File: config.mk
export PLATFORM = sky130hd
export DESIGN_NAME = bppc_ram
export DESIGN_NICKNAME = d
export VERILOG_FILES = /design/src/rtl/core/bppc_ram.sv
export SDC_FILE = /design/constraint.sdc
export NUM_CORES = 1
export LEC_CHECK = 0
export ABC_AREA = 1
export BUFFER_PORTS_ARGS = -buffer_cell sky130_fd_sc_hd__buf_2
export CAP_MARGIN = 20
export CELL_PAD_IN_SITES_DETAIL_PLACEMENT = 1
export CELL_PAD_IN_SITES_GLOBAL_PLACEMENT = 1
export CORE_MARGIN = 3
export CORE_UTILIZATION = 49
export CTS_CLUSTER_SIZE = 40
export DETAILED_ROUTE_END_ITERATION = 6
export PLACE_DENSITY = 0.9
export SYNTH_ARGS = -nofsm -noshare
export SYNTH_HDL_FRONTEND = slang
export SYNTH_SLANG_ARGS = --single-unit
File: constraint.sdc
create_clock -name clock -period 1.8 [get_ports clock]
set_clock_uncertainty 0.1 [all_clocks]
set_input_delay 0.54 -clock clock [delete_from_list [all_inputs] [get_ports clock]]
set_output_delay 0.54 -clock clock [all_outputs]
set_load 0.03 [all_outputs]
File: src/rtl/core/bppc_ram.sv
// generic single-write, single-read ram with registered read data
`default_nettype none

module bppc_ram #(
   parameter int WIDTH = 8,
   parameter int DEPTH = 16
) (
   input  wire logic                     clock,
   input  wire logic                     wr_en,
   input  wire logic [$clog2(DEPTH)-1:0] wr_addr,
   input  wire logic [WIDTH-1:0]         wr_data,
   input  wire logic                     rd_en,
   input  wire logic [$clog2(DEPTH)-1:0] rd_addr,
   output logic      [WIDTH-1:0]         rd_data
);

   logic [WIDTH-1:0] mem [DEPTH];

   always_ff @(posedge clock) begin
      if (wr_en) begin
         mem[wr_addr] <= wr_data;
      end
      if (rd_en) begin
         rd_data <= mem[rd_addr];
      end
   end

endmodule

`default_nettype wire

==> results of run 1 <==
-- metal layers --
| metal | vias up | GRT usage, % | part of all wire [%] |
|---|---|---|---|
| li1 | 1871 | - | - |
| met2 | 267 | 47.0 | 50 |
| met5 | - | 0 | 0 |
| met3 | 49 | 5.37 | 7.6 |
| met1 | 2120 | 36.3 | 38 |
| met4 | 0 | 13.9 | 3.8 |
-- layout make-up --
type / instances / area share, %
flip-flops and latches: 136 / 60.1
multi-input cells: 289 / 17.9
clock buffers: 20 / 6.43
inverters: 102 / 5.63
repair buffers: 51 / 5.41
well taps: 143 / 2.63
clock inverters: 11 / 1.93
-- state kept, by name, summed over array words and instances (netlist names) --
| name | count |
|---|---|
| mem | 128 |
| rd_data | 8 |
-- metrics by stage --
stage	cells	TNS, ns	area (um2)
floorplan	551	0	5850
global placement	721	-0.112	6230
detailed placement	721	-0.345	6230
CTS	752	0	6800
global route	752	0	6800
finish	752	0	6800
-- cells by family after synthesis --
group	share of synthesized area (%)
buf+inv	9.39
simple gates	20.8
flops	69.8
-- Yosys cell counts --
master and instances:
sky130_fd_sc_hd__nand3b_1 2, sky130_fd_sc_hd__buf_2 13, sky130_fd_sc_hd__inv_2 2, sky130_fd_sc_hd__nand2_1 173, sky130_fd_sc_hd__buf_6 6, sky130_fd_sc_hd__edfxtp_1 136
sky130_fd_sc_hd__buf_4 4, sky130_fd_sc_hd__inv_1 100, sky130_fd_sc_hd__nor2_1 17, sky130_fd_sc_hd__nand3_1 97, sky130_fd_sc_hd__buf_1 1
-- power by group --
| group | total, mW | internal [mW] | switching (mW) |
|---|---|---|---|
| clock network | 3.40 | 2.15 | 1.25 |
| logic | 0.516 | 0.138 | 0.378 |
| registers | 3.60 | 3.57 | 0.0251 |
-- path summary, 6_finish.rpt --
kind	endpoint	slack, ns	cells past startpoint
max	rd_data[0]	0.15	1
max reg2reg	rd_data[0]$_DFFE_PP_	0.41	6
min reg2reg	rd_data[7]$_DFFE_PP_	0.70	6
min	rd_data[1]$_DFFE_PP_	0.41	1
==> results by stage, run 1 <==
Status:
- The run finished with clean final reports.

Clock network:
- The post-cts hold buffer count is 0.
- The number of setup buffers added after CTS is 0.
- TritonCTS built the clock tree.
- The H-tree depth is 4.
- In this run, post-CTS repair resized a total of 0 instances.
- The number of clock buffers added by TritonCTS is 17.
- After clock tree synthesis, the clock-pin slew on the worst setup and hold paths is around 0.06 ns.
- Counting every sink on the clock net gives about 140.
- The tree is rooted in a sky130_fd_sc_hd__clkbuf_16.
- The latest clock arrival within the worst-skew pair is 0.41 ns.
- The clock passes through at most 2 buffers.

STA:
- The worst path meets setup with 0.152 ns of slack.
- The final clock period utilization by the worst path is between 90% and 100%.
- The worst hold slack is roughly 0.41 ns.
- The clock period could shrink to 1.65 ns.
- The final number of max-transition violations is 0.
- The actual transition at the worst max-transition pin is 0.626 ns.
- The number of failing hold endpoints at the final stage is 0.
- Setup repair after global routing left no endpoint under its margin.
- Headroom to the max-slew limit came out at 58.2%.
- The achievable frequency is 607 MHz.
- The number of endpoints failing setup at the final stage is 0.

Detailed routing:
- The count of nets left with antenna violations once routing finished came out at 0.
- The detailed-route DRC error count is 0.
- The number of search-and-repair iterations in the first detailed-routing pass is 6.
- The total number of vias is 4307.
- The violation count after the first detailed-routing iteration is approximately 570.
- Summed over all layers, the routed wires come to 17900 um.
- The wire length per cell after detailed routing is around 24 um.
- The via density per instance is 5.73.

Power:
- For this design the ratio of total power to cell area is approximately 1100 nW/um2.
- For this design the static power due to leakage is 2.96 nW.
- The worst-case IR drop observed on VDD is approximately 0.68 mV.
- The total power after layout is 7.51 mW.

Global route:
- The largest net degree at the start of global routing is 47.
- The number of antenna violations at the first check in global routing is 0.
- The via count of the first global-routing pass is about 4500.
- The first global-routing pass estimated 27100 um of wire.
- After global routing the overflow that remains totals 0.
- The total global routing track utilization is 28.5%.

Die:
- The floorplan step defined a core boundary enclosing 11500 um2.
- The width of the die is between 100 and 150 um.
- Measured along the y axis, the die boundary spans 115 um.
- The initial utilization of the core area, before any placement, comes to about half.
- The number of I/O pins is 27.
- The number of standard-cell rows in the floorplan is 39.
- The die covers 13300 um2.

Layout:
- The area of the multi-input gates is 1210 um2.
- The area growth from synthesis to layout is 16.2%.
- The fraction of layout cells with a size suffix above 1 is 13.0%.
- At the end of the flow the core is filled with cells to 59.0%.
- Fill cells in the final layout number 1204.
- The number of antenna diodes in the final layout is 0.
- The area taken by flip-flops and latches is 4080 um2.
- The library cells used most frequently in the layout, excluding fill and tap cells, are 173 x sky130_fd_sc_hd__nand2_1, 136 x sky130_fd_sc_hd__edfxtp_1, 100 x sky130_fd_sc_hd__inv_1.
- The most common library cell in the layout ignoring fill and taps is sky130_fd_sc_hd__nand2_1.
- For this run, the post-layout net count is 616.

Setup path:
- Among cell families on the critical path, the largest total delay comes from flip-flops.
- The critical path goes through buf_2.
- The worst setup path is captured at an output pin.
- The critical path starts at rd_data[0]$_DFFE_PP_.
- The largest individual stage delay along the critical path comes from the cell sky130_fd_sc_hd__edfxtp_1.
- At the worst endpoint, the required time is 1.16 ns.
- The largest single stage delay on the critical path is ~0.4 ns.
- The beginning of the worst register-to-register path is mem[13][0]$_DFFE_PP_.
- The total buffers and inverters traversed by the critical path is 1.
- The biggest fanout along the worst timing path is 1.
- At the worst endpoint, the arrival time is 1.01 ns.
- The worst setup path is of the reg2out kind.
- The worst setup path is launched from a flop.

Yosys:
- The cell type contributing the most total cell area after synthesis is sky130_fd_sc_hd__edfxtp_1.
- The synthesized netlist contains 11 unique library cells.
- The area share of the leading cell type in the synthesized netlist is 69.8%.
- The gate count of the mapped netlist is 551.
- The post-synthesis instance area is 5850 um2.
- The Yosys step of the flow raised 0 warnings.
- The register bit total from synthesis is 136.
- In the post-synthesis netlist, the biggest area contributors are sky130_fd_sc_hd__edfxtp_1 70%, sky130_fd_sc_hd__nand2_1 11%, sky130_fd_sc_hd__nand3_1 8.3%, sky130_fd_sc_hd__inv_1 6.4%, sky130_fd_sc_hd__buf_6 1.2%.
- Sequential cells were found to cover 69.8% of the synthesized design area.
- The average instance in the mapped netlist occupies 10.6 um2.
- The synthesized net count is 570.

Flow run:
- The tool flagged a number of max-cap violations equal to 0.

Placed design:
- At the end of routability-driven placement, the weighted congestion stood at 0.850.
- In this run the tool buffered the top-level ports with 26 buffer cells.
- The pre-CTS setup slack is -0.0965 ns.
- The detailed placer's ending HPWL is 10300 um.

Worst hold path:
- The worst min-delay path startpoint is rd_en.
- The tightest min-delay check is of the in2reg type.
No activity file was read; power rests on OpenSTA's default activity.
==> run 2, diff against run 1 <==
==> config.mk (replaced) <==
export PLATFORM = sky130hd
export DESIGN_NAME = bppc_ram
export DESIGN_NICKNAME = d
export VERILOG_FILES = /design/src/rtl/core/bppc_ram.sv
export SDC_FILE = /design/constraint.sdc
export NUM_CORES = 1
export LEC_CHECK = 0
export ABC_AREA = 0
export BUFFER_PORTS_ARGS = -buffer_cell sky130_fd_sc_hd__buf_2
export CAP_MARGIN = 20
export CELL_PAD_IN_SITES_DETAIL_PLACEMENT = 1
export CELL_PAD_IN_SITES_GLOBAL_PLACEMENT = 1
export CORE_MARGIN = 3
export CORE_UTILIZATION = 53
export CTS_BUF_LIST = sky130_fd_sc_hd__clkbuf_16
export CTS_CLUSTER_SIZE = 40
export DETAILED_ROUTE_END_ITERATION = 6
export PLACE_DENSITY = 0.89
export SYNTH_ARGS = -nofsm -noshare
export SYNTH_HDL_FRONTEND = slang
export SYNTH_SLANG_ARGS = --single-unit
==> run 2 against run 1 <==
Hold slack got worse by 0.0089 ns; sequential share of layout area rose by 4.9 points; routed wire length fell by 33%; core utilization rose by 7.7 points; largest power group is now the clock network; critical endpoint is now rd_data[3]$_DFFE_PP_; synthesized area fell by 11%; highest routed layer unchanged; combinational power fell by 24%; clock-buffer cell count fell by 3; die area fell by 16%.
==> results by stage, run 2 <==
Status:
- The run finished with clean final reports.

Detailed routing:
- The antenna violation net count after detailed routing is 0 (unchanged).
- The wire length per cell after detailed routing is 27.8 um (+17%).
- The number of search-and-repair iterations in the first detailed-routing pass is 4 (-2).
- The violation count after the first detailed-routing iteration was 239 (-58%).
- The sum of routed wire length over all layers is 12000 um (-33%).
- The via density per instance is 5.94 (+3.8%).
- The total number of vias is 2574 (-40%).
- The detailed-route DRC error count was 0 (unchanged).

Setup path:
- The arrival time reported for the critical path endpoint came to 1.84 ns (+0.83 ns).
- The setup slack of the worst register-to-register path is 0.22 ns (-0.19 ns).
- The type of the worst setup path is in2reg.
- The biggest fanout along the worst timing path is 9 (+8).
- The data required time of the worst path came to 1.85 ns (+0.69 ns).
- The endpoint class of the critical path is a flop.
- In this run the critical register-to-register path is captured at rd_data[3]$_DFFE_PP_.
- The beginning of the worst register-to-register path is mem[3][3]$_DFFE_PP_.
- The length in cells of the worst reg-to-reg path is 3 (-3).
- The worst setup path startpoint is rd_addr[0].
- The critical path ends at rd_data[3]$_DFFE_PP_.
- The worst setup path is launched from an input pin.

Placed design:
- The count of port buffers added during placement is 26 (unchanged).
- The final RePlAce weighted congestion is 0.775 (-8.9%).
- The pre-CTS setup slack is -0.409 ns (-0.313 ns).
- The detailed placer's ending HPWL is 7600 um (-26%).

Global route:
- After global routing, the most crowded layer is met2.
- The total global routing track utilization is 23.6% (-4.9 points).
- The largest net degree at the start of global routing is 21 (-55%).
- The via count of the first global-routing pass is 2849 (-37%).
- The global-route wire length before repair was 18300 um (-33%).
- The global-route met2 utilization was 39.8% (-7.3 points).
- The routing usage on met3 is 4.96% (-0.41 points).
- The number of antenna violations at the first check in global routing came to 0 (unchanged).
- The global-route met1 utilization came to 30.9% (-5.4 points).
- The total overflow reported by the global router was 0 (unchanged).

Layout:
- The final core utilization is 66.7% (+7.7 points).
- The largest registers in the layout are mem x128, rd_data x8.
- More flip-flops sit in one register than any other, and that register is mem.
- The number of antenna cells inserted came to 0 (unchanged).
- The library cell used most frequently in the layout, excluding fill and tap cells, is sky130_fd_sc_hd__edfxtp_1.
- The count of filler cells inserted in the layout came to 765 (-36%).
- The flip-flop count of the largest register after layout is 128 (unchanged).
- The number of nets in the finished design is 311 (-50%).
- The fraction of layout cells with a size suffix above 1 was 38.8% (+26 points).
- The library cells used most frequently in the layout, excluding fill and tap cells, are 136 x sky130_fd_sc_hd__edfxtp_1, 31 x sky130_fd_sc_hd__mux4_2, 27 x sky130_fd_sc_hd__buf_4.
- Relative to the synthesized area, the layout overhead comes to 20.2%.

STA:
- Setup repair after global routing could not meet its margin everywhere.
- The achievable frequency was 560 MHz (-7.8%).
- The final clock period utilization by the worst path came to 99.3% (+7.7 points).
- The final number of max-transition violations is 0 (unchanged).
- The worst hold slack is 0.398 ns (-0.00889 ns).
- The clock period minus worst slack came to 1.79 ns (+0.139 ns).
- The normalized max-slew margin came to 39.2% (-19 points).
- The actual transition at the worst max-transition pin was 0.910 ns (+0.283 ns).
- The number of endpoints failing setup at the final stage was 0 (unchanged).
- The number of failing hold endpoints at the final stage is 0 (unchanged).
- The setup slack after layout is 0.0129 ns (-0.139 ns).

Die:
- The effective utilization at floorplan was 55.5% (+4.8 points).
- The die height came to 105 um (-8.6%).
- The number of I/O pins came to 27 (unchanged).
- The number of standard-cell rows in the floorplan is 35 (-10%).
- The core region area is 9420 um2 (-18%).
- The overall die area is 11100 um2 (-16%).
- The width of the die came to 105 um (-8.6%).

Yosys:
- Sorting the synthesized cells by area gives the leading types as sky130_fd_sc_hd__edfxtp_1 78%, sky130_fd_sc_hd__mux4_2 7.8%, sky130_fd_sc_hd__mux4_1 7.0%, sky130_fd_sc_hd__a22oi_1 2.3%, sky130_fd_sc_hd__nor2_1 0.93%.
- The sequential fraction of the synthesis area is 78.1% (+8.3 points).
- The synthesized net count is 248 (-56%).
- The proportion of synthesized flip-flops having asynchronous set or reset is 0% (unchanged).
- The count of synthesis-stage warnings from yosys is 0 (unchanged).
- The mean post-synth cell area is 22.8 um2 (+120%).
- The prevailing post-synth register cell is sky130_fd_sc_hd__edfxtp_1.
- The gate count of the mapped netlist is 229 (-58%).
- The post-synthesis instance area is 5230 um2 (-11%).
- Ranked by instance count, the synthesized netlist is headed by 136 x sky130_fd_sc_hd__edfxtp_1, 18 x sky130_fd_sc_hd__mux4_2, 16 x sky130_fd_sc_hd__a22oi_1.
- The number of different library cells in the post-synthesis netlist is 18 (+7).
- The register bit total from synthesis is 136 (unchanged).
- The cell type contributing the most total cell area after synthesis is sky130_fd_sc_hd__edfxtp_1.
- The area share of the leading cell type in the synthesized netlist came to 78.1% (+8.3 points).
- The number of enable flip-flop cells after synthesis came to 136 (unchanged).
- Yosys instantiated no cell more often than sky130_fd_sc_hd__edfxtp_1.

Clock network:
- The clock buffer count from CTS is 17 (unchanged).
- The latest clock arrival within the worst-skew pair is 0.41 ns (about the same).
- The clock transition at the registers of the reported paths came to 0.06 ns (about the same).
- The maximum clock insertion buffer count is 2 (unchanged).
- The clock sink count was 136 (unchanged).
- The root buffer cell chosen for the clock tree is sky130_fd_sc_hd__clkbuf_16.
- The CTS tree is built.
- The H-tree depth is 4 (unchanged).
- The number of setup buffers added after CTS was 0 (unchanged).

Power:
- The static leakage came to 2.13 nW (-28%).
- The total power after layout was 7.84 mW (+4.4%).
- The total power density per cell area is 1250 nW/um2 (+13%).
- The maximum vdd drop is 0.637 mV (-6.8%).

Flow run:
- The number of violations of the max-capacitance limit came to 0 (unchanged).

Worst hold path:
- The path class of the lowest-slack min-delay path is in2reg.
[run 2: repair_timing]
item / in CTS / in global routing
resized for setup: 1 / 0
hold buffers: 0 / 0
setup endpoints to repair: 2 / 4
[run 2: power by group]
| group | internal (mW) | total, mW | switching (mW) |
|---|---|---|---|
| clock network | 2.58 | 3.85 | 1.27 |
| logic | 0.154 | 0.390 | 0.237 |
| registers | 3.57 | 3.60 | 0.0272 |
| total | 6.30 | 7.84 | 1.53 |
[run 2: cell families after synthesis]
family          synth area share (%)
compound gates                  2.30
buf+inv                         1.65
flops                           78.1
mux                             14.8
simple gates                    3.14
[run 2: how the worst min path moves through the flow]
stage / startpoint / to / cells past startpoint
after detailed placement: mem[12][3]$_DFFE_PP_ / rd_data[3]$_DFFE_PP_ / 3
final: rd_en / rd_data[0]$_DFFE_PP_ / 1
after CTS: rd_en / rd_data[0]$_DFFE_PP_ / 1
after global placement: mem[14][2]$_DFFE_PP_ / rd_data[2]$_DFFE_PP_ / 3
after global routing: rd_en / rd_data[0]$_DFFE_PP_ / 1
after floorplan: wr_data[0] / mem[0][0]$_DFFE_PP_ / 0
[run 2: cell type report]
type	count	area [um2]	area share (%)
multi-input cells	83	1030	16.4
clock buffers	17	425	6.77
repair buffers	54	353	5.62
flip-flops and latches	136	4080	65.0
well taps	129	161	2.57
clock inverters	14	230	3.66
[run 2: per-stage QoR]
step           area, um2  setup TNS, ns  instances
5_1_grt             6280         -0.108        433
6_report            6280              0        433
4_1_cts             6280       -0.00863        433
3_3_place_gp        5620          -4.77        402
2_1_floorplan       5230          -3.57        229
3_5_place_dp        5620          -7.15        402
[run 2: critical path, stage by stage]
cell and delay [ns]:
sky130_fd_sc_hd__buf_2 0.15, sky130_fd_sc_hd__buf_4 0.24, sky130_fd_sc_hd__mux4_2 0.55, sky130_fd_sc_hd__a22oi_1 0.25, sky130_fd_sc_hd__nand2_1 0.11
[run 2: layer usage]
| metal | up-vias | routed length (um) |
|---|---|---|
| li1 | 1094 | - |
| met1 | 1383 | 4750 |
| met2 | 83 | 6490 |
| met3 | 14 | 641 |
| met4 | 0 | 146 |
| met5 | - | 0 |
